--- src/rtl/prw_pkg.sv ---
// prw_pkg: shared constants, types and the square-root step for the prewitt edge unit
// no dependencies; used by every other file under rtl

package prw_pkg;

   localparam int MaxWidth   = 2048;
   localparam int ColW       = $clog2(MaxWidth);
   localparam int WidthW     = 12;
   localparam int RowW       = 16;
   localparam int PixW       = 8;
   localparam int GradW      = 11;
   localparam int AbsW       = GradW - 1;
   localparam int SqW        = 2 * AbsW;
   localparam int SumW       = SqW + 1;
   localparam int MagW       = 8;
   localparam int CsrIdxW    = 2;
   localparam int CsrDataW   = 16;
   localparam int QueueDepth = 4;
   localparam int QueuePtrW  = $clog2(QueueDepth);
   localparam int QueueCntW  = QueuePtrW + 1;
   localparam int RootRemW   = MagW + 2;

   // register indexes
   localparam logic [CsrIdxW-1:0] CsrImageWidth     = 2'd0;
   localparam logic [CsrIdxW-1:0] CsrImageHeight    = 2'd1;
   localparam logic [CsrIdxW-1:0] CsrFirstOutputRow = 2'd2;
   localparam logic [CsrIdxW-1:0] CsrEndOutputRow   = 2'd3;

   // positions in the emit mask, in delivery order
   localparam int EmitPrev    = 0;
   localparam int EmitLastCol = 1;
   localparam int EmitLastRow = 2;
   localparam int EmitN       = 3;

   localparam logic [MagW-1:0] BorderMag = 8'd1;
   localparam logic [MagW-1:0] SatMag    = 8'd255;

   typedef struct packed {
      logic [WidthW-1:0] image_width;
      logic [RowW-1:0]   image_height;
      logic [RowW-1:0]   first_output_row;
      logic [RowW-1:0]   end_output_row;
   } cfg_type;

   typedef struct packed {
      logic              inner;
      logic [EmitN-1:0]  emit;
      logic              frame_last;
      logic [RowW-1:0]   row;
      logic [ColW-1:0]   col;
      logic [ColW-1:0]   last_col;
   } tag_type;

   typedef struct packed {
      tag_type                  tag;
      logic signed [GradW-1:0]  gx;
      logic signed [GradW-1:0]  gy;
   } job_type;

   typedef struct packed {
      logic [MagW-1:0]     root;
      logic [RootRemW-1:0] rem;
   } sqrt_state_type;

   // one digit of the restoring square root: two radicand bits in, one root bit out
   function automatic sqrt_state_type sqrt_step(sqrt_state_type st, logic [1:0] pair);
      logic [RootRemW+1:0] acc;
      logic [RootRemW+1:0] trial;
      sqrt_state_type      nx;
      acc   = {st.rem, pair};
      trial = {2'b00, st.root, 2'b01};
      if (acc >= trial) begin
         nx.rem  = RootRemW'(acc - trial);
         nx.root = {st.root[MagW-2:0], 1'b1};
      end else begin
         nx.rem  = acc[RootRemW-1:0];
         nx.root = {st.root[MagW-2:0], 1'b0};
      end
      return nx;
   endfunction

endpackage

--- src/rtl/prw_ifs.sv ---


interface prw_result_if;
   logic                      valid;
   logic                      ready;
   logic [prw_pkg::MagW-1:0]  magnitude;
   logic [prw_pkg::RowW-1:0]  out_row;
   logic [prw_pkg::ColW-1:0]  out_column;
   logic                      last_of_run;
   logic                      frame_done;
   modport source (output valid, output magnitude, output out_row, output out_column,
                   output last_of_run, output frame_done, input ready);
   modport sink (input valid, input magnitude, input out_row, input out_column,
                 input last_of_run, input frame_done, output ready);
endinterface

--- src/rtl/prw_back.sv ---
// prw_back: squares, two-stage square root, and the result sequencer with output register
// depends on prw_pkg and prw_ifs; drains jobs from prw_queue

module prw_back (
   input  logic              clock,
   input  logic              reset,
   input  logic              q_valid,
   input  prw_pkg::job_type  q_job,
   output logic              q_pop,
   prw_result_if.source      rsp
);

   logic                           en;
   logic [prw_pkg::AbsW-1:0]       ax, ay;

   logic                           m_valid_ff;
   prw_pkg::tag_type               m_tag_ff;
   logic [prw_pkg::SqW-1:0]        sqx_ff, sqy_ff;

   logic [prw_pkg::SumW-1:0]       sum;
   prw_pkg::sqrt_state_type        hi_st, lo_st;
   logic                           s1_valid_ff;
   prw_pkg::tag_type               s1_tag_ff;
   logic                           s1_sat_ff;
   prw_pkg::sqrt_state_type        s1_st_ff;
   logic [prw_pkg::MagW-1:0]       s1_low_ff;

   logic                           s2_valid_ff;
   prw_pkg::tag_type               s2_tag_ff;
   logic [prw_pkg::MagW-1:0]       s2_mag_ff, s2_mag_in;

   logic                           e_valid_ff;
   prw_pkg::tag_type               e_tag_ff;
   logic [prw_pkg::MagW-1:0]       e_mag_ff;
   logic [prw_pkg::EmitN-1:0]      e_pend_ff, e_pend_in;
   logic [prw_pkg::EmitN-1:0]      pick, pend_left;
   logic                           move, e_finish;

   logic                           rsp_valid_ff;
   logic [prw_pkg::MagW-1:0]       rsp_mag_ff, rsp_mag_in;
   logic [prw_pkg::RowW-1:0]       rsp_row_ff, rsp_row_in;
   logic [prw_pkg::ColW-1:0]       rsp_col_ff, rsp_col_in;
   logic                           rsp_last_ff, rsp_done_ff;
   logic                           out_free;

   // the whole pipe advances unless the sequencer still holds unsent words
   assign en    = !e_valid_ff || e_finish;
   assign q_pop = en && q_valid;

   assign ax = q_job.gx[prw_pkg::GradW-1] ? prw_pkg::AbsW'(-q_job.gx)
                                          : q_job.gx[prw_pkg::AbsW-1:0];
   assign ay = q_job.gy[prw_pkg::GradW-1] ? prw_pkg::AbsW'(-q_job.gy)
                                          : q_job.gy[prw_pkg::AbsW-1:0];

   // first four root digits from the upper radicand byte
   assign sum = {1'b0, sqx_ff} + {1'b0, sqy_ff};
   always_comb begin
      hi_st = '0;
      for (int i = 0; i < 4; i++) begin
         hi_st = prw_pkg::sqrt_step(hi_st, sum[15 - 2 * i -: 2]);
      end
   end

   // last four digits from the lower byte
   always_comb begin
      lo_st = s1_st_ff;
      for (int i = 0; i < 4; i++) begin
         lo_st = prw_pkg::sqrt_step(lo_st, s1_low_ff[7 - 2 * i -: 2]);
      end
      if (!s1_tag_ff.inner) begin
         s2_mag_in = prw_pkg::BorderMag;
      end else if (s1_sat_ff) begin
         s2_mag_in = prw_pkg::SatMag;
      end else begin
         s2_mag_in = lo_st.root;
      end
   end

   always_ff @(posedge clock) begin
      if (reset) begin
         m_valid_ff  <= 1'b0;
         s1_valid_ff <= 1'b0;
         s2_valid_ff <= 1'b0;
      end else if (en) begin
         m_valid_ff  <= q_valid;
         s1_valid_ff <= m_valid_ff;
         s2_valid_ff <= s1_valid_ff;
      end
   end

   always_ff @(posedge clock) begin
      if (en) begin
         m_tag_ff  <= q_job.tag;
         sqx_ff    <= ax * ax;
         sqy_ff    <= ay * ay;
         s1_tag_ff <= m_tag_ff;
         s1_sat_ff <= (sum[prw_pkg::SumW-1:16] != '0);
         s1_st_ff  <= hi_st;
         s1_low_ff <= sum[7:0];
         s2_tag_ff <= s1_tag_ff;
         s2_mag_ff <= s2_mag_in;
      end
   end

   // sequencer: one word per cycle in mask order while the output register is free
   assign out_free = !rsp_valid_ff || rsp.ready;
   assign move     = e_valid_ff && out_free;
   assign pick     = e_pend_ff & (~e_pend_ff + prw_pkg::EmitN'(1));
   assign pend_left = e_pend_ff & ~pick;
   assign e_finish = move && (pend_left == '0);

   always_comb begin
      rsp_mag_in = prw_pkg::BorderMag;
      rsp_row_in = e_tag_ff.row - prw_pkg::RowW'(1);
      rsp_col_in = e_tag_ff.last_col;
      if (pick[prw_pkg::EmitPrev]) begin
         rsp_mag_in = e_mag_ff;
         rsp_col_in = e_tag_ff.col - prw_pkg::ColW'(1);
      end else if (pick[prw_pkg::EmitLastRow]) begin
         rsp_row_in = e_tag_ff.row;
         rsp_col_in = e_tag_ff.col;
      end
   end

   always_comb begin
      e_pend_in = e_pend_ff;
      if (en) begin
         e_pend_in = s2_tag_ff.emit;
      end else if (move) begin
         e_pend_in = pend_left;
      end
   end

   always_ff @(posedge clock) begin
      if (reset) begin
         e_valid_ff <= 1'b0;
         e_pend_ff  <= '0;
      end else begin
         if (en) begin
            e_valid_ff <= s2_valid_ff;
         end
         e_pend_ff <= e_pend_in;
      end
   end

   always_ff @(posedge clock) begin
      if (en) begin
         e_tag_ff <= s2_tag_ff;
         e_mag_ff <= s2_mag_ff;
      end
   end

   always_ff @(posedge clock) begin
      if (reset) begin
         rsp_valid_ff <= 1'b0;
      end else if (move) begin
         rsp_valid_ff <= 1'b1;
      end else if (rsp.ready) begin
         rsp_valid_ff <= 1'b0;
      end
   end

   always_ff @(posedge clock) begin
      if (move) begin
         rsp_mag_ff  <= rsp_mag_in;
         rsp_row_ff  <= rsp_row_in;
         rsp_col_ff  <= rsp_col_in;
         rsp_last_ff <= (pend_left == '0);
         rsp_done_ff <= (pend_left == '0) && e_tag_ff.frame_last;
      end
   end

   assign rsp.valid       = rsp_valid_ff;
   assign rsp.magnitude   = rsp_mag_ff;
   assign rsp.out_row     = rsp_row_ff;
   assign rsp.out_column  = rsp_col_ff;
   assign rsp.last_of_run = rsp_last_ff;
   assign rsp.frame_done  = rsp_done_ff;

endmodule

--- src/flat_wrapper.sv ---
// flat-port wrapper written by rule: the top's interface ports become plain ports
module prw_back_flat 
  (clock, reset, q_valid, q_job, q_pop, rsp_valid, rsp_magnitude, rsp_out_row, rsp_out_column, rsp_last_of_run, rsp_frame_done, rsp_ready);
  prw_result_if rsp_i ();
  input  logic clock;
  input  logic reset;
  input  logic q_valid;
  input  prw_pkg::job_type q_job;
  output logic q_pop;
  output wire logic [$bits(rsp_i.valid)-1:0] rsp_valid;
  output wire logic [$bits(rsp_i.magnitude)-1:0] rsp_magnitude;
  output wire logic [$bits(rsp_i.out_row)-1:0] rsp_out_row;
  output wire logic [$bits(rsp_i.out_column)-1:0] rsp_out_column;
  output wire logic [$bits(rsp_i.last_of_run)-1:0] rsp_last_of_run;
  output wire logic [$bits(rsp_i.frame_done)-1:0] rsp_frame_done;
  input wire logic [$bits(rsp_i.ready)-1:0] rsp_ready;
  assign rsp_valid = rsp_i.valid;
  assign rsp_magnitude = rsp_i.magnitude;
  assign rsp_out_row = rsp_i.out_row;
  assign rsp_out_column = rsp_i.out_column;
  assign rsp_last_of_run = rsp_i.last_of_run;
  assign rsp_frame_done = rsp_i.frame_done;
  assign rsp_i.ready = rsp_ready;
  prw_back u_core (.clock(clock), .reset(reset), .q_valid(q_valid), .q_job(q_job), .q_pop(q_pop), .rsp(rsp_i));
endmodule
--- config.mk ---
export PLATFORM = sky130hd
export DESIGN_NAME = prw_back_flat
export DESIGN_NICKNAME = d
export VERILOG_FILES = /design/src/rtl/prw_pkg.sv /design/src/rtl/prw_ifs.sv /design/src/rtl/prw_back.sv /design/src/flat_wrapper.sv
export SDC_FILE = /design/constraint.sdc
export NUM_CORES = 1
export LEC_CHECK = 0
export BUFFER_PORTS_ARGS = -buffer_cell sky130_fd_sc_hd__clkbuf_2
export CORE_MARGIN = 5
export CORE_UTILIZATION = 55
export CTS_BUF_LIST = sky130_fd_sc_hd__clkbuf_8
export DETAILED_ROUTE_END_ITERATION = 10
export PLACE_DENSITY = 0.73
export SETUP_SLACK_MARGIN = 0.2
export SLEW_MARGIN = 5
export SYNTH_ARGS = -nofsm -noshare
export SYNTH_HDL_FRONTEND = slang
export SYNTH_SLANG_ARGS = --single-unit
export TNS_END_PERCENT = 100
--- constraint.sdc ---
create_clock -name clock -period 38.1 [get_ports clock]
set_clock_uncertainty 0.15 [all_clocks]
set_input_delay 1.905 -clock clock [delete_from_list [all_inputs] [get_ports clock]]
set_output_delay 1.905 -clock clock [all_outputs]
set_load 0.03 [all_outputs]
==> results by group <==
Outcome
  – Status: completed

Floorplan
  – Initial cell density of the core: between 50% and 60%
  – Die Footprint: about 0.037 mm^2
  – Die height: around 190 um
  – Horizontal extent of the die: 192 um
  – Floorplan row count: 66
  – Core Region: about 0.033 mm^2
  – Number of top-level design ports: 108

Timing
  – Final critical delay including setup and external delays: between 8000 and 9000 ps
  – Number of setup violations in the final report: 0
  – Fin. max-slew vios: 0
  – Setup repair after global routing missed its margin: no
  – Transition at the pin with the smallest max-transition slack: 1030 ps
  – Share of the cycle needed by the critical path after routing: 22.5%
  – Fmax: 116 MHz
  – Worst slew slack as a fraction of its limit: ~30%
  – Setup TNS: 0 ps
  – Final count of hold timing violations: 0

Setup path
  – Cell repeated most along the worst path: sky130_fd_sc_hd__fa_1
  – Critical path startpoint category: input port
  – Reg-to-Reg Start: u_core.s1_st_ff[13]$_DFFE_PP_
  – Highest fanout seen on the critical path: 11
  – Required time of the critical path: 38,240 ps
  – Chain of cells forming the critical path: clkbuf_2 -> inv_2 -> ha_1 -> nand2_1 -> or3_1 -> o31ai_1 -> xor2_1 -> nor2_1 -> fa_1 -> inv_1 -> fa_1 -> fa_1 -> inv_1 -> fa_1 -> fa_1 -> ha_1 -> and3_1 -> a211oi_1 -> o31ai_1 -> or4_1 -> a31o_2 -> a21oi_1 -> xnor2_1
  – R2R depth: 31
  – Critical R2R Capture: u_core.s2_mag_ff[0]$_SDFFCE_PP1P_
  – Cell with the biggest individual delay on the critical path: sky130_fd_sc_hd__xor2_1
  – Crit path DAT: a little under 9000 ps
  – Start-to-end type of the worst setup path: input port to flip-flop
  – Worst-case register-to-register setup slack: slightly below 30,000 ps
  – Slowest Stage Delay on Critical Path: 630 ps
  – Type of destination of the critical path: flip-flop

Routing
  – Overall routed net length: between 30 and 40 mm
  – Via-per-instance ratio: 5.36
  – Initial DRC count: 557
  – Remaining number of nets flagged by the antenna check after routing: 0
  – Wire length per cell: 15.3 um
  – DRC Markers: 0
  – Vias after detailed routing: 11,400
  – Number of detailed-routing iterations run before antenna repair: 5

GRT
  – Global route total overflow: 0
  – GRT Util Overall: 18.3%
  – Vias in the first global route: 11,600
  – Pin count of the biggest net entering global routing: 200
  – First-pass GRT wire length: between 50 and 60 mm
  – Initial antenna violation count: 0

Min path
  – Hold/Removal Path Class: flip-flop to flip-flop
  – Hold Path Stages: 0
  – HP Start: u_core.s2_tag_ff[12]$_DFFE_PP_
  – WHS Endpoint: u_core.e_tag_ff[12]$_DFFE_PP_

CTS
  – Clock latency of the later-clocked register in the worst-skew pair: 560 ps
  – Root buffer selected by CTS: sky130_fd_sc_hd__clkbuf_8
  – Number of gates resized after cts: 0
  – Post CTS Setup Buffer Count: 0
  – Clock-pin slew on the worst setup and hold paths: 60 ps
  – H-tree lvl count: 2
  – Number of buffers on the longest clock path: 3
  – TritonCTS buffer count: 46
  – Number of hold buffers added after cts: 0
  – Total number of clock tree sinks: 289
  – TritonCTS clock tree: yes

Final layout
  – Synth-to-layout area growth: 10.3%
  – Combined area of the multi-input logic cells: 0.00886 mm^2
  – ANT cells: 0
  – Number of nets in the final layout: 1,973
  – FILL cells: roughly 2,600
  – Sequential cell area: 0.00860 mm^2
  – Design area: around 0.02 mm^2
  – Fraction of final layout cells with drive strength greater than 1: 13.5%

Logic synthesis
  – Seq/Total Area, Yosys: 47.4%
  – Syn_nets: between 1,500 and 2,000
  – Post-synth design cell area: 0.0181 mm^2
  – Cell count after synthesis: 1,526
  – Primary FF master, synth: sky130_fd_sc_hd__edfxtp_1
  – Number of enable flip-flop cells after synthesis: ~280
  – Synthesis Warnings: 0
  – Leading cell types by count after synthesis: 281 x sky130_fd_sc_hd__edfxtp_1, 161 x sky130_fd_sc_hd__nor2_1, 158 x sky130_fd_sc_hd__ha_1
  – Cell types with the largest area share after synthesis: sky130_fd_sc_hd__edfxtp_1 46%, sky130_fd_sc_hd__ha_1 11%, sky130_fd_sc_hd__fa_1 10%
  – Number of unique standard cell types used by synthesis: 89
  – Flip-flop and latch count after synthesis: around 290
  – Mapped Avg Cell Area: 11.9 um^2
  – Cell type contributing the most total cell area after synthesis: sky130_fd_sc_hd__edfxtp_1
  – Share of the synthesized area in the top cell type: 46.5%
  – Library cell with the highest instance count after synthesis: sky130_fd_sc_hd__edfxtp_1
  – Share of flip-flops with an asynchronous set or reset after synthesis: 0%

Placement
  – Port-buffer cells: around 110
  – Placed Instance Area: between 0.015 and 0.02 mm^2
  – Global placement routability congestion: between 0.8 and 0.9
  – Half-perimeter wire length after placement: 25.1 mm

Run
  – Number of violations of the max-capacitance limit: 0
[state kept, by name (all words and copies together) (netlist names), 3 cells and up]
register / flops
u_core.e_mag_ff: 8
u_core.e_pend_ff: 3
u_core.e_tag_ff: 39
u_core.m_tag_ff: 43
u_core.rsp.magnitude: 8
u_core.rsp.out_column: 11
u_core.rsp.out_row: 16
u_core.s1_low_ff: 8
u_core.s1_st_ff: 14
u_core.s1_tag_ff: 43
u_core.s2_mag_ff: 8
u_core.s2_tag_ff: 42
u_core.sqx_ff: 19
u_core.sqy_ff: 19
[critical path, delay by kind of cell]
kind	cells	cell delay (ps)
adders and majority gates	7	3180
buffers and inverters	4	420
and+or+nand+nor	5	1270
xor gates and xnor gates	2	710
AOI/OAI and AO/OA	5	1230
[worst max path at each step]
stage / startpoint / to / slack, ps / depth (start not counted)
2_1_floorplan: rsp_ready / q_pop / 21810 / 4
3_3_place_gp: q_job[11] / u_core.sqx_ff[19]$_DFFE_PP_ / 29210 / 23
3_5_place_dp: q_job[11] / u_core.sqx_ff[19]$_DFFE_PP_ / 29040 / 23
4_1_cts: q_job[11] / u_core.sqx_ff[19]$_DFFE_PP_ / 29600 / 23
5_1_grt: u_core.s1_st_ff[13]$_DFFE_PP_ / u_core.s2_mag_ff[0]$_SDFFCE_PP1P_ / 29070 / 31
6_report: q_job[11] / u_core.sqx_ff[19]$_DFFE_PP_ / 29510 / 23
[through the flow]
step | hold slack [ps] | util [%] | std cells | worst slack [ps]
after floorplan | 250 | - | 1526 | 21810
after global placement | 251 | 59.0 | 2049 | 29210
after detailed placement | 255 | 59.0 | 2049 | 29040
after CTS | 256 | 61.5 | 2134 | 29600
after global routing | 252 | 61.5 | 2134 | 29070
final | 247 | 61.5 | 2134 | 29510
[cell families (layout without fill, tap and decap cells)]
logic type	Yosys count	in the layout	synth area share [%]
mux	21	21	1.43
xor+xnor	110	110	5.31
compound gates	223	223	8.62
fa+ha+maj	250	250	21.0
buf+inv	182	348	3.88
flops	289	289	47.4
simple gates	451	451	12.4
[cell type report]
class                      count  area share (%)
timing repair buffer         113            2.96
tap                          442            2.76
clock buffer                  49            3.37
inverter                     150            2.86
multi-input combinational   1055            44.3
sequential                   289            42.9
clock inverter                36           0.831
[per-layer routing]
metal	global-route usage [%]	wire, um
met1	23.4	14100
met5	0	0
met4	5.94	844
met2	32.0	16400
met3	2.74	1400
[placed cells by master, fill, tap and decap left out, types with 7 or more instances in the layout]
| cell type | n |
|---|---|
| sky130_fd_sc_hd__a211oi_1 | 9 |
| sky130_fd_sc_hd__a21o_1 | 8 |
| sky130_fd_sc_hd__a21oi_1 | 58 |
| sky130_fd_sc_hd__and2_1 | 18 |
| sky130_fd_sc_hd__and3_1 | 13 |
| sky130_fd_sc_hd__clkbuf_2 | 107 |
| sky130_fd_sc_hd__clkbuf_8 | 49 |
| sky130_fd_sc_hd__clkinv_1 | 9 |
| sky130_fd_sc_hd__clkinv_2 | 7 |
| sky130_fd_sc_hd__dfxtp_1 | 8 |
| sky130_fd_sc_hd__edfxtp_1 | 281 |
| sky130_fd_sc_hd__fa_1 | 91 |
| sky130_fd_sc_hd__ha_1 | 158 |
| sky130_fd_sc_hd__inv_1 | 162 |
| sky130_fd_sc_hd__mux2_2 | 7 |
| sky130_fd_sc_hd__mux2i_1 | 9 |
| sky130_fd_sc_hd__nand2_1 | 81 |
| sky130_fd_sc_hd__nand2b_1 | 19 |
| sky130_fd_sc_hd__nand3_1 | 19 |
| sky130_fd_sc_hd__nor2_1 | 160 |
| sky130_fd_sc_hd__nor2b_1 | 26 |
| sky130_fd_sc_hd__nor3_1 | 39 |
| sky130_fd_sc_hd__nor4_1 | 9 |
| sky130_fd_sc_hd__o211ai_1 | 8 |
| sky130_fd_sc_hd__o21a_1 | 22 |
| sky130_fd_sc_hd__o21ai_0 | 35 |
| sky130_fd_sc_hd__o21ai_1 | 7 |
| sky130_fd_sc_hd__o21bai_1 | 9 |
| sky130_fd_sc_hd__o31ai_1 | 12 |
| sky130_fd_sc_hd__or2_2 | 11 |
| sky130_fd_sc_hd__or3_1 | 21 |
| sky130_fd_sc_hd__xnor2_1 | 66 |
| sky130_fd_sc_hd__xor2_1 | 44 |
Power is not shown: default switching activity piles up to over one toggle a cycle in this logic, so the estimate is an artifact.
