===== src/rtl/prw_pkg.sv =====
// prw_pkg: shared constants, types and the square-root step for the prewitt edge unit
// no dependencies; used by every other file under rtl

package prw_pkg;

   localparam int MaxWidth   = 2048;
   localparam int ColW       = $clog2(MaxWidth);
   localparam int WidthW     = 12;
   localparam int RowW       = 16;
   localparam int PixW       = 8;
   localparam int GradW      = 11;
   localparam int AbsW       = GradW - 1;
   localparam int SqW        = 2 * AbsW;
   localparam int SumW       = SqW + 1;
   localparam int MagW       = 8;
   localparam int CsrIdxW    = 2;
   localparam int CsrDataW   = 16;
   localparam int QueueDepth = 4;
   localparam int QueuePtrW  = $clog2(QueueDepth);
   localparam int QueueCntW  = QueuePtrW + 1;
   localparam int RootRemW   = MagW + 2;

   // register indexes
   localparam logic [CsrIdxW-1:0] CsrImageWidth     = 2'd0;
   localparam logic [CsrIdxW-1:0] CsrImageHeight    = 2'd1;
   localparam logic [CsrIdxW-1:0] CsrFirstOutputRow = 2'd2;
   localparam logic [CsrIdxW-1:0] CsrEndOutputRow   = 2'd3;

   // positions in the emit mask, in delivery order
   localparam int EmitPrev    = 0;
   localparam int EmitLastCol = 1;
   localparam int EmitLastRow = 2;
   localparam int EmitN       = 3;

   localparam logic [MagW-1:0] BorderMag = 8'd1;
   localparam logic [MagW-1:0] SatMag    = 8'd255;

   typedef struct packed {
      logic [WidthW-1:0] image_width;
      logic [RowW-1:0]   image_height;
      logic [RowW-1:0]   first_output_row;
      logic [RowW-1:0]   end_output_row;
   } cfg_type;

   typedef struct packed {
      logic              inner;
      logic [EmitN-1:0]  emit;
      logic              frame_last;
      logic [RowW-1:0]   row;
      logic [ColW-1:0]   col;
      logic [ColW-1:0]   last_col;
   } tag_type;

   typedef struct packed {
      tag_type                  tag;
      logic signed [GradW-1:0]  gx;
      logic signed [GradW-1:0]  gy;
   } job_type;

   typedef struct packed {
      logic [MagW-1:0]     root;
      logic [RootRemW-1:0] rem;
   } sqrt_state_type;

   // one digit of the restoring square root: two radicand bits in, one root bit out
   function automatic sqrt_state_type sqrt_step(sqrt_state_type st, logic [1:0] pair);
      logic [RootRemW+1:0] acc;
      logic [RootRemW+1:0] trial;
      sqrt_state_type      nx;
      acc   = {st.rem, pair};
      trial = {2'b00, st.root, 2'b01};
      if (acc >= trial) begin
         nx.rem  = RootRemW'(acc - trial);
         nx.root = {st.root[MagW-2:0], 1'b1};
      end else begin
         nx.rem  = acc[RootRemW-1:0];
         nx.root = {st.root[MagW-2:0], 1'b0};
      end
      return nx;
   endfunction

endpackage


===== src/rtl/prw_queue.sv =====
// prw_queue: short job queue between the front and back halves
// depends on prw_pkg

module prw_queue (
   input  logic              clock,
   input  logic              reset,
   input  logic              push,
   input  prw_pkg::job_type  push_job,
   output logic              ready,
   input  logic              pop,
   output logic              valid,
   output prw_pkg::job_type  pop_job
);

   prw_pkg::job_type                 slot_ff [prw_pkg::QueueDepth];
   logic [prw_pkg::QueuePtrW-1:0]    wr_ptr_ff, wr_ptr_in;
   logic [prw_pkg::QueuePtrW-1:0]    rd_ptr_ff, rd_ptr_in;
   logic [prw_pkg::QueueCntW-1:0]    count_ff, count_in;

   assign ready   = (count_ff != prw_pkg::QueueCntW'(prw_pkg::QueueDepth));
   assign valid   = (count_ff != '0);
   assign pop_job = slot_ff[rd_ptr_ff];

   always_comb begin
      wr_ptr_in = push ? wr_ptr_ff + prw_pkg::QueuePtrW'(1) : wr_ptr_ff;
      rd_ptr_in = pop ? rd_ptr_ff + prw_pkg::QueuePtrW'(1) : rd_ptr_ff;
      count_in  = count_ff;
      if (push && !pop) begin
         count_in = count_ff + prw_pkg::QueueCntW'(1);
      end else if (pop && !push) begin
         count_in = count_ff - prw_pkg::QueueCntW'(1);
      end
   end

   always_ff @(posedge clock) begin
      if (reset) begin
         wr_ptr_ff <= '0;
         rd_ptr_ff <= '0;
         count_ff  <= '0;
      end else begin
         wr_ptr_ff <= wr_ptr_in;
         rd_ptr_ff <= rd_ptr_in;
         count_ff  <= count_in;
      end
   end

   always_ff @(posedge clock) begin
      if (push) begin
         slot_ff[wr_ptr_ff] <= push_job;
      end
   end

endmodule


===== config.mk =====
export PLATFORM = sky130hd
export DESIGN_NAME = prw_queue
export DESIGN_NICKNAME = d
export VERILOG_FILES = /design/src/rtl/prw_pkg.sv /design/src/rtl/prw_queue.sv
export SDC_FILE = /design/constraint.sdc
export NUM_CORES = 1
export LEC_CHECK = 0
export BUFFER_PORTS_ARGS = -buffer_cell sky130_fd_sc_hd__clkbuf_2
export CORE_ASPECT_RATIO = 0.9
export CORE_MARGIN = 1
export CORE_UTILIZATION = 40
export CTS_BUF_LIST = sky130_fd_sc_hd__clkbuf_4 sky130_fd_sc_hd__clkbuf_8
export DETAILED_ROUTE_END_ITERATION = 16
export GPL_ROUTABILITY_DRIVEN = 0
export PLACE_DENSITY_LB_ADDON = 0.05
export SYNTH_ARGS = -nofsm -noshare
export SYNTH_HDL_FRONTEND = slang
export SYNTH_SLANG_ARGS = --single-unit

===== constraint.sdc =====
create_clock -name clock -period 2.7 [get_ports clock]
set_input_delay 0.54 -clock clock [delete_from_list [all_inputs] [get_ports clock]]
set_output_delay 0.54 -clock clock [all_outputs]
set_load 0.01 [all_outputs]

==> results of run 1 <==
cell usage in the layout (no fill, tap or decap), drive strengths merged:
cell	synthesis	layout
o21ai	1	1
diode	0	1
nor2	8	8
xor2	3	3
mux2i	2	2
ha	5	5
inv	4	4
mux4	65	65
clkinv	0	8
and2	4	4
a21oi	1	1
or3	2	2
edfxtp	260	260
buf	13	21
dfxtp	9	9
nand2	2	2
xnor2	2	2
fa	1	1
clkbuf	2	199
kinds of logic (layout without fill, tap and decap cells):
family / after synthesis / after routing / synth area share (%)
DFF: 269 / 269 / 81.06
muxes: 67 / 67 / 15.06
buffers and inverters: 19 / 232 / 1.740
and+or+nand+nor: 16 / 16 / 0.7618
adders and majority gates: 6 / 6 / 0.8380
xor gates and xnor gates: 5 / 5 / 0.4445
AOI/OAI and AO/OA: 2 / 2 / 0.1015
other: 0 / 1 / 0
metal layers:
metal,vias to the layer above,track usage [%],share of wire [%]
met3,40,3.841,5.5
met5,-,0,0.069
met4,2,5.872,2.4
met2,130,23.71,48
li1,2015,-,-
met1,2418,20.67,44
through the flow:
| step | setup slack (ns) | utilization (%) |
|---|---|---|
| 6_report | 0.2383 | 48.96 |
| 5_1_grt | 0.1322 | 48.94 |
| 4_1_cts | 0.001633 | 48.76 |
| 3_5_place_dp | 0.5513 | 45.43 |
| 3_3_place_gp | 0.5545 | 45.43 |
| 2_1_floorplan | 0.2001 | - |
state kept, by name, indices dropped and copies added, names as in the netlist, named ones only:
register   cells
count_ff       3
slot_ff      260
rd_ptr_ff      2
wr_ptr_ff      2
worst min-delay path by stage:
stage	end	slack (ns)	depth (start not counted)
after global routing	slot_ff[1][64]	0.20	1
after global placement	count_ff[2]	0.48	2
final	slot_ff[3][59]	0.23	1
after detailed placement	count_ff[2]	0.50	2
after CTS	slot_ff[0][18]	0.19	1
after floorplan	count_ff[2]	0.47	2
power breakdown:
group	internal, mW	switching, mW
clock	1.80	1.46
combinational	0.438	0.485
sequential	4.79	0.0659
cell usage after synthesis:
cell / n
clkbuf_1: 2
xor2_1: 3
inv_1: 4
fa_1: 1
ha_1: 5
buf_2: 6
and2_1: 4
dfxtp_1: 9
xnor2_1: 2
edfxtp_1: 260
buf_12: 5
nand2_1: 2
buf_4: 1
nor2_1: 8
buf_6: 1
or3_1: 2
a21oi_1: 1
mux4_2: 65
mux2i_1: 2
o21ai_0: 1
what timing repair did:
item / 4_1_cts / 5_1_grt
setup buffers: 0 / 6
setup endpoints to repair: 9 / 21
cloned: 0 / 0
gates resized for setup: 1 / 0
layout make-up:
| cell class | count | area [sq um] | share of cell area, % |
|---|---|---|---|
| sequential | 269 | 7995 | 67.52 |
| multi-input combinational | 96 | 1705 | 14.40 |
| timing repair buffer | 156 | 937.1 | 7.914 |
| clock buffer | 64 | 768.2 | 6.488 |
| tap | 308 | 385.4 | 3.254 |
| clock inverter | 8 | 32.53 | 0.2747 |
| inverter | 4 | 15.01 | 0.1268 |
| antenna | 1 | 2.502 | 0.02113 |
==> metrics.yaml, run 1 <==
timing:
  setup_violations: 0
  fin_crit_sh_pct: 91.18
  rsz0062_at_grt: "false"
  fin_worst_skew_ns: 0.01825
  tns_ns: 0
  hold_slack_ns: 0.2269
  hold_viol: 0
  max_freq_ghz: 0.4062
  timing.slew.headroom_pct: 72.03
  post-route-min-period_ns: 2.462
  finalMaxSlewViolations: 0
  worst_slew_pin_slew_ns: 0.4196
finish:
  instances_no_fill: 906
  layout-drive-gt1-share_pct: 49.08
  filler_cell_count: 1999
  area_delta_synth_final_pct: 20.16
  finalNetCount: 646
  stdcell_area_sq_um: 11840
route:
  drc_errors: 0
  drt_iter0_markers: 285
  postRouteWirelength_um: 18960
  wl_per_cell_um: 20.93
  vias_per_cell: 5.083
  vias: 4605
  firstDrtPassIters: 4
  drtAntennaViolNets: 0
global_routing:
  grt_max_degree: 44
  grt_pass1_wl_um: 28190
  grt_usage_pct: 15.20
  grt_pass1_vias: 4817
  antenna_found_initial: 1
  grt_overflow: 0
power_and_ir_drop:
  leakage_nw: 4.079
  vdd_drop_max_mv: 0.4209
  power_density_nw_per_um2: 763.4
  power_mw: 9.040
placed_design:
  dpl_cell_area_sq_um: 10990
  io_buffer_count: 135
  dpl.cell_count: 827
  hpwl_um: 10990
synth:
  syn_area_sq_um: 9854
  postSynthAreaPerCell_sq_um: 25.66
  yosysTopAreaCell: "edfxtp_1"
  synth.area.top_cells: "edfxtp_1 (79%), mux4_2 (15%), dfxtp_1 (1.8%), buf_12 (1.0%), ha_1 (0.63%)"
  synth_top_area_share_pct: 79.23
  ys_seq_area_share_pct: 81.06
  syn-num-nets: 459
  synthesis.instances: 384
  yosys_warnings: 0
  ys_types: 20
  synth-seq-cells: 269
worst_setup_path:
  cpPeakStageDelay_ns: 0.56
  crit_end: "pop_job[27]"
  worstPathRequired_ns: 2.16
  cp_max_fo: 23
  cpMaxStageDelayCell: "mux4_2"
  r2r_end: "slot_ff[2][23]"
  r2r_cells: 4
  arrival_ns: 1.92
  crit_path_cell_trace: "buf_12 > mux4_2 > clkbuf_2"
  crit_family: "multiplexers"
  rrSetupSlack_ns: 0.98
  worstSetupStartpointType: "flop"
  path_class: "reg2out"
  r2r-start: "wr_ptr_ff[0]"
  crit_cells: 3
  crit_buf_inv: 2
  end_kind: "output port"
die:
  pin_count: 136
  die_h_um: 150.9
  start_util_pct: 40.74
  die_area_sq_um: 25270
  coreArea_sq_um: 24190
  die_x_um: 167.5
  rows: 54
job:
  drv_cap: 0
clock_tree:
  clkTransAtPathRegs_ns: 0.06
  cts_tree: "done"
  numCtsBuffers: 44
  ctsHoldBuffers: 0
  clk_latency_ns: 0.53
  cts-root-buf: "clkbuf_8"
  htree_levels: 2
  cts_buffer_depth: 3
  cts.sinks: 269
worst_hold_path:
  holdCritPathClass: "in2reg"
  min-delay-start: "push_job[59]"
status:
  status: "complete, no violations"
Power figures use the tool's default switching activity.
==> run 2: changes to the inputs <==
--- a/config.mk
+++ b/config.mk
@@ -13,6 +13,8 @@
 export DETAILED_ROUTE_END_ITERATION = 16
 export GPL_ROUTABILITY_DRIVEN = 0
 export PLACE_DENSITY_LB_ADDON = 0.05
+export REMOVE_ABC_BUFFERS = 1
 export SYNTH_ARGS = -nofsm -noshare
 export SYNTH_HDL_FRONTEND = slang
 export SYNTH_SLANG_ARGS = --single-unit
+export TNS_END_PERCENT = 50
==> run 2 against run 1 <==
  * Die area is the same
  * Maximum frequency grew 0.34%
  * Register-to-register slack gained 0.07 ns
  * Non-clock buffer count shrank 8
  * Final area shrank 0.55%
==> metrics.yaml, run 2 (same netlist as run 1, synthesis figures left out) <==
status:
  status: "complete, no violations"
worst_setup_path:
  crit_cells: 3  # unchanged
  end_kind: "output port"
  rrSetupSlack_ns: 1.05  # +0.07 ns
  crit_family: "multiplexers"
  cpPeakStageDelay_ns: 0.55  # about the same
  arrival_ns: 1.91  # about the same
  crit_path_cell_trace: "buf_16 > mux4_2 > clkbuf_2"
  path_class: "reg2out"
  cpMaxStageDelayCell: "mux4_2"
  crit_buf_inv: 2  # unchanged
  cp_max_fo: 30  # +30%
  r2r_cells: 4  # unchanged
  worstPathRequired_ns: 2.16  # about the same
  worstSetupStartpointType: "flop"
finish:
  layout-drive-gt1-share_pct: 48.31  # -0.77 points
  final_common_cell: "edfxtp_1"
  mostFrequentLayoutCells: "edfxtp_1 (260), clkbuf_2 (135), mux4_2 (65)"
  largest_reg_flops: 260  # unchanged
  diodes: 0  # -1
  fin_util_pct: 48.69  # -0.27 points
  top_regs: "slot_ff x260, count_ff x3"
  area_delta_synth_final_pct: 19.50
  multiInputGateArea_sq_um: 1705  # unchanged
  largest_register: "slot_ff"
  seq_area_sq_um: 7995  # unchanged
  finalNetCount: 637  # -1.4%
  filler_cell_count: 2001  # +0.10%
global_routing:
  antenna_found_initial: 1  # unchanged
  grt_pass1_vias: 4824  # +0.15%
  grt_overflow: 0  # unchanged
  grt_pass1_wl_um: 27540  # -2.3%
  grt_max_degree: 66  # +50%
  grt_usage_pct: 14.76  # -0.44 points
clock_tree:
  htree_levels: 2  # unchanged
  cts.sinks: 269  # unchanged
  numCtsBuffers: 43  # -2.3%
  cts_tree: "done"
  clk_latency_ns: 0.54  # about the same
  ctsHoldBuffers: 0  # unchanged
  clkTransAtPathRegs_ns: 0.06  # about the same
  cts-root-buf: "clkbuf_8"
  cts_buffer_depth: 3  # unchanged
die:
  die_area_sq_um: 25270  # unchanged
  coreArea_sq_um: 24190  # unchanged
  pin_count: 136  # unchanged
  die_x_um: 167.5  # unchanged
  die_h_um: 150.9  # unchanged
  rows: 54  # unchanged
  start_util_pct: 40.74  # unchanged
timing:
  hold_viol: 0  # unchanged
  worst_slew_pin_slew_ns: 0.4601  # +0.04051 ns
  max_freq_ghz: 0.4076  # +0.34%
  rsz0062_at_grt: "false"
  tns_ns: 0  # unchanged
  setup_violations: 0  # unchanged
  timing.slew.headroom_pct: 69.33  # -2.7 points
  post-route-min-period_ns: 2.453  # -0.008383 ns
  fin_crit_sh_pct: 90.86  # -0.31 points
  fin_ws_ns: 0.2466  # +0.008383 ns
  fin_worst_skew_ns: 0.01317  # -0.005087 ns
  finalMaxSlewViolations: 0  # unchanged
route:
  firstDrtPassIters: 4  # unchanged
  postRouteWirelength_um: 18250  # -3.8%
  vias_per_cell: 4.972  # -2.2%
  drc_errors: 0  # unchanged
  drtAntennaViolNets: 0  # unchanged
  wl_per_cell_um: 20.28  # -3.1%
  vias: 4475  # -2.8%
  drt_iter0_markers: 216  # -24%
job:
  drv_cap: 0  # unchanged
power_and_ir_drop:
  leakage_nw: 4.028  # -1.3%
  power_mw: 8.986  # -0.59%
  power_density_nw_per_um2: 763.1  # about the same
  vdd_drop_max_mv: 0.4002  # -4.9%
worst_hold_path:
  holdCritPathClass: "in2reg"
  hold_depth: 1  # unchanged
placed_design:
  place_worst_setup_slack_ns: 0.5578  # +0.006438 ns
  hpwl_um: 10600  # -3.5%
  io_buffer_count: 135  # unchanged
==> run 2: cell types whose count changed in the layout (fill, tap and decap cells not counted), sizes merged <==
cell      change
buf           -8
clkinv        +3
diode         -1
clkbuf        -3
clkinvlp      +3
==> run 2: what timing repair did <==
action | in CTS | in global routing
setup endpoints to repair | 16 | 0
setup buffers | 2 | 0
gates resized for setup | 1 | 0
==> run 2: layout make-up <==
cell class              count  area share [%]
well taps                 308           3.272
repair buffers            148           7.374
multi-input cells          96           14.48
inverters                   4          0.1275
flip-flops and latches    269           67.89
clock inverters            14          0.5737
clock buffers              61           6.279
==> run 2: stage by stage <==
| step | hold slack, ns | cell area (sq um) | std cells |
|---|---|---|---|
| 3_3_place_gp | 0.4820 | 10950 | 823 |
| 6_report | 0.2196 | 11780 | 900 |
| 3_5_place_dp | 0.5013 | 10950 | 823 |
| 5_1_grt | 0.1771 | 11780 | 900 |
| 4_1_cts | 0.1760 | 11780 | 900 |
| 2_1_floorplan | 0.4603 | 9698 | 369 |
==> run 2: final timing paths <==
path           startpoint              to
min          push_job[47]  slot_ff[2][47]
max                  flop     pop_job[37]
max reg2reg  wr_ptr_ff[0]  slot_ff[0][34]
min reg2reg   count_ff[2]     count_ff[2]
==> run 2: power breakdown <==
group          switching (mW)  internal (mW)  leakage, nW
Clock                    1.47           1.76        0.422
Combinational           0.485          0.423         1.14
Sequential             0.0522           4.79         2.46
Total                    2.01           6.97         4.03
==> run 2: worst register-to-register path: stages (launching register included) <==
cell     delay, ns
dfxtp_1       0.34
inv_1         0.09
ha_1          0.14
and2_4        0.43
buf_12        0.31
==> run 2: routing by layer <==
layer  wire length [um]  vias up  track usage [%]
met5                 12        -                0
met2               8794      145            23.50
met4                344        2            5.275
met3               1453       35            5.304
met1               7645     2297            18.77
li1                   -     1996                -
==> run 3: changes to the inputs <==
--- a/config.mk
+++ b/config.mk
@@ -5,6 +5,7 @@
 export SDC_FILE = /design/constraint.sdc
 export NUM_CORES = 1
 export LEC_CHECK = 0
+export ABC_AREA = 1
 export BUFFER_PORTS_ARGS = -buffer_cell sky130_fd_sc_hd__clkbuf_2
 export CORE_ASPECT_RATIO = 0.9
 export CORE_MARGIN = 1
==> run 3 against run 2 <==
  * Sequential cell count unchanged
  * Critical path depth up 2
  * Non-clock buffer count up 9
  * Sequential share of layout area down 3.3 points
  * Clock-buffer cell count up 3
  * Utilization up 0.20 points
  * Synthesized cell count up 79%
  * Final cell count up 36%
  * Critical endpoint is now pop_job[29]
  * Largest power group unchanged
==> metrics.yaml, run 3 <==
synth:
  postSynthAreaPerCell_sq_um: 15.12  # -41%
  synthesis.instances: 688  # +79%
  post-synth-top-count-cell: "edfxtp_1"
  syn_area_sq_um: 10400  # +5.5%
  yosys_warnings: 0  # unchanged
  synth.area.top_cells: "edfxtp_1 (75%), o21ai_0 (4.6%), nor2_1 (4.1%), o22ai_1 (2.7%), o22ai_2 (2.4%)"
  ys_seq_area_share_pct: 76.80  # -4.3 points
  ys_types: 23  # +15%
  synth-seq-cells: 269  # unchanged
  synth_flop_cell: "edfxtp_1"
  yosysTopAreaCell: "edfxtp_1"
  synth_commonest_cells: "edfxtp_1 (260), nor2_1 (113), o21ai_0 (96), o22ai_1 (45), o21ai_1 (35)"
  synth_top_area_share_pct: 75.07  # -4.2 points
  synth_edf_count: 260  # unchanged
  synth-async-reset-ratio_pct: 0  # unchanged
placed_design:
  io_buffer_count: 135  # unchanged
  hpwl_um: 13210  # +25%
  place_worst_setup_slack_ns: 0.6554  # +0.09759 ns
  dpl.cell_count: 1145  # +39%
  dpl_cell_area_sq_um: 11540  # +5.4%
timing:
  setup_violations: 0  # unchanged
  max_freq_ghz: 0.4002  # -1.8%
  fin_ws_ns: 0.2011  # -0.04553 ns
  post-route-min-period_ns: 2.499  # +0.04553 ns
  fin_worst_skew_ns: 0.01693  # +0.003758 ns
  rsz0062_at_grt: "false"
  hold_viol: 0  # unchanged
  worst_slew_pin_slew_ns: 0.5872  # +0.1271 ns
  fin_crit_sh_pct: 92.55  # +1.7 points
  finalMaxSlewViolations: 0  # unchanged
  timing.slew.headroom_pct: 60.81  # -8.5 points
finish:
  area_delta_synth_final_pct: 19.04
  filler_cell_count: 2259  # +13%
  diodes: 0  # unchanged
  finalNetCount: 925  # +45%
  top_regs: "slot_ff x260, count_ff x3"
  mostFrequentLayoutCells: "edfxtp_1 (260), clkbuf_2 (135), nor2_1 (113)"
  stdcell_area_sq_um: 12380  # +5.1%
  largest_reg_flops: 260  # unchanged
  layout-drive-gt1-share_pct: 31.70  # -17 points
  largest_register: "slot_ff"
  instances_no_fill: 1222  # +36%
  final_common_cell: "edfxtp_1"
route:
  drc_errors: 0  # unchanged
  vias: 6178  # +38%
  drt_iter0_markers: 328  # +52%
  postRouteWirelength_um: 22780  # +25%
  vias_per_cell: 5.056  # +1.7%
  firstDrtPassIters: 4  # unchanged
  wl_per_cell_um: 18.64  # -8.1%
  drtAntennaViolNets: 0  # unchanged
job:
  drv_cap: 0  # unchanged
global_routing:
  grt_max_degree: 87  # +32%
  grt_overflow: 0  # unchanged
  grt_pass1_wl_um: 35060  # +27%
  antenna_found_initial: 0  # -1
  grt_pass1_vias: 6341  # +31%
  grt_usage_pct: 17.44  # +2.7 points
worst_setup_path:
  cp_max_fo: 43  # +43%
  end_kind: "output port"
  worstSetupStartpointType: "flop"
  arrival_ns: 1.96  # +0.05 ns
  worstPathRequired_ns: 2.16  # about the same
  path_class: "reg2out"
clock_tree:
  numCtsBuffers: 45  # +4.7%
  cts_buffer_depth: 3  # unchanged
  cts-root-buf: "clkbuf_8"
  ctsHoldBuffers: 0  # unchanged
  postCtsResizedCells: 0  # -1
  clk_latency_ns: 0.53  # about the same
  cts_tree: "done"
  postCtsSetupBuffers: 0  # -2
  htree_levels: 2  # unchanged
  cts.sinks: 269  # unchanged
  clkTransAtPathRegs_ns: 0.06  # about the same
die:
  die_area_sq_um: 26650  # +5.5%
  coreArea_sq_um: 25320  # +4.7%
  die_h_um: 155.0  # +2.7%
  rows: 55  # +1.9%
  die_x_um: 172.0  # +2.7%
  start_util_pct: 41.07  # +0.33 points
  pin_count: 136  # unchanged
power_and_ir_drop:
  leakage_nw: 4.392  # +9.0%
  power_density_nw_per_um2: 737.3  # -3.4%
  vdd_drop_max_mv: 0.3173  # -21%
worst_hold_path:
  holdCritPathClass: "in2reg"
status:
  status: "complete, no violations"
==> run 3: cell count changes after synthesis, moves of 5 or more <==
cell and change:
nor2_1 +105, nor2_4 +20, nand2_1 +7, o22ai_2 +20, mux4_2 -65, clkbuf_1 +15, buf_2 +6, o21ai_1 +35
o22ai_1 +45, buf_6 +8, inv_1 +13, o21ai_2 +5, o21ai_0 +95
==> run 3: area by class of cell <==
class | count | area [sq um] | share of cell area [%]
inverter | 19 | 83.83 | 0.6771
clock inverter | 13 | 80.08 | 0.6468
clock buffer | 64 | 762.0 | 6.155
sequential | 269 | 7993 | 64.56
tap | 342 | 427.9 | 3.456
multi-input combinational | 358 | 2043 | 16.50
timing repair buffer | 157 | 991.0 | 8.004
==> run 3: worst max-delay path: stages, from the launching register on <==
cell and delay (ns):
dfxtp_4 0.37, inv_8 0.26, buf_12 0.25, nor2_1 0.06, o22ai_1 0.28, clkbuf_2 0.19
==> run 3: metal layers <==
metal | track usage, % | routed length (um) | up-vias | part of all wire, %
met3 | 3.561 | 1245 | 44 | 5.5
met5 | 0 | 0 | - | 0
met2 | 29.19 | 11010 | 150 | 48
li1 | - | - | 2910 | -
met1 | 22.96 | 10100 | 3074 | 44
met4 | 4.930 | 430 | 0 | 1.9
==> run 3: cell families after synthesis <==
family	synth area share, %
buffers and inverters	3.549
adders and majority gates	0.7940
AOI/OAI and AO/OA	12.08
and+or+nand+nor	6.773
DFF	76.80
==> run 3: through the flow <==
stage               setup TNS (ns)  hold WS, ns  utilization [%]  total power, mW
floorplan                   -91.30       0.4116                -            5.384
CTS                              0       0.2013            48.88            9.248
finish                           0       0.2294            48.89            9.129
detailed placement               0       0.4325            45.55            5.850
global placement                 0       0.4306            45.55            5.828
global route                     0       0.2063            48.89            9.511
==> run 3: path summary, 6_finish.rpt <==
kind | startpoint | end | slack, ns | depth (start not counted)
setup / recovery | flop | pop_job[29] | 0.20 | 5
hold / removal | push_job[20] | slot_ff[3][20] | 0.23 | 1
setup reg to reg | wr_ptr_ff[0] | slot_ff[2][50] | 0.83 | 5
hold reg to reg | rd_ptr_ff[1] | flop | 0.44 | 1
==> run 3: power breakdown <==
part	switching [mW]	internal, mW
Sequential	0.0459	4.77
Clock	1.49	1.90
Combinational	0.603	0.325
Total	2.14	6.99
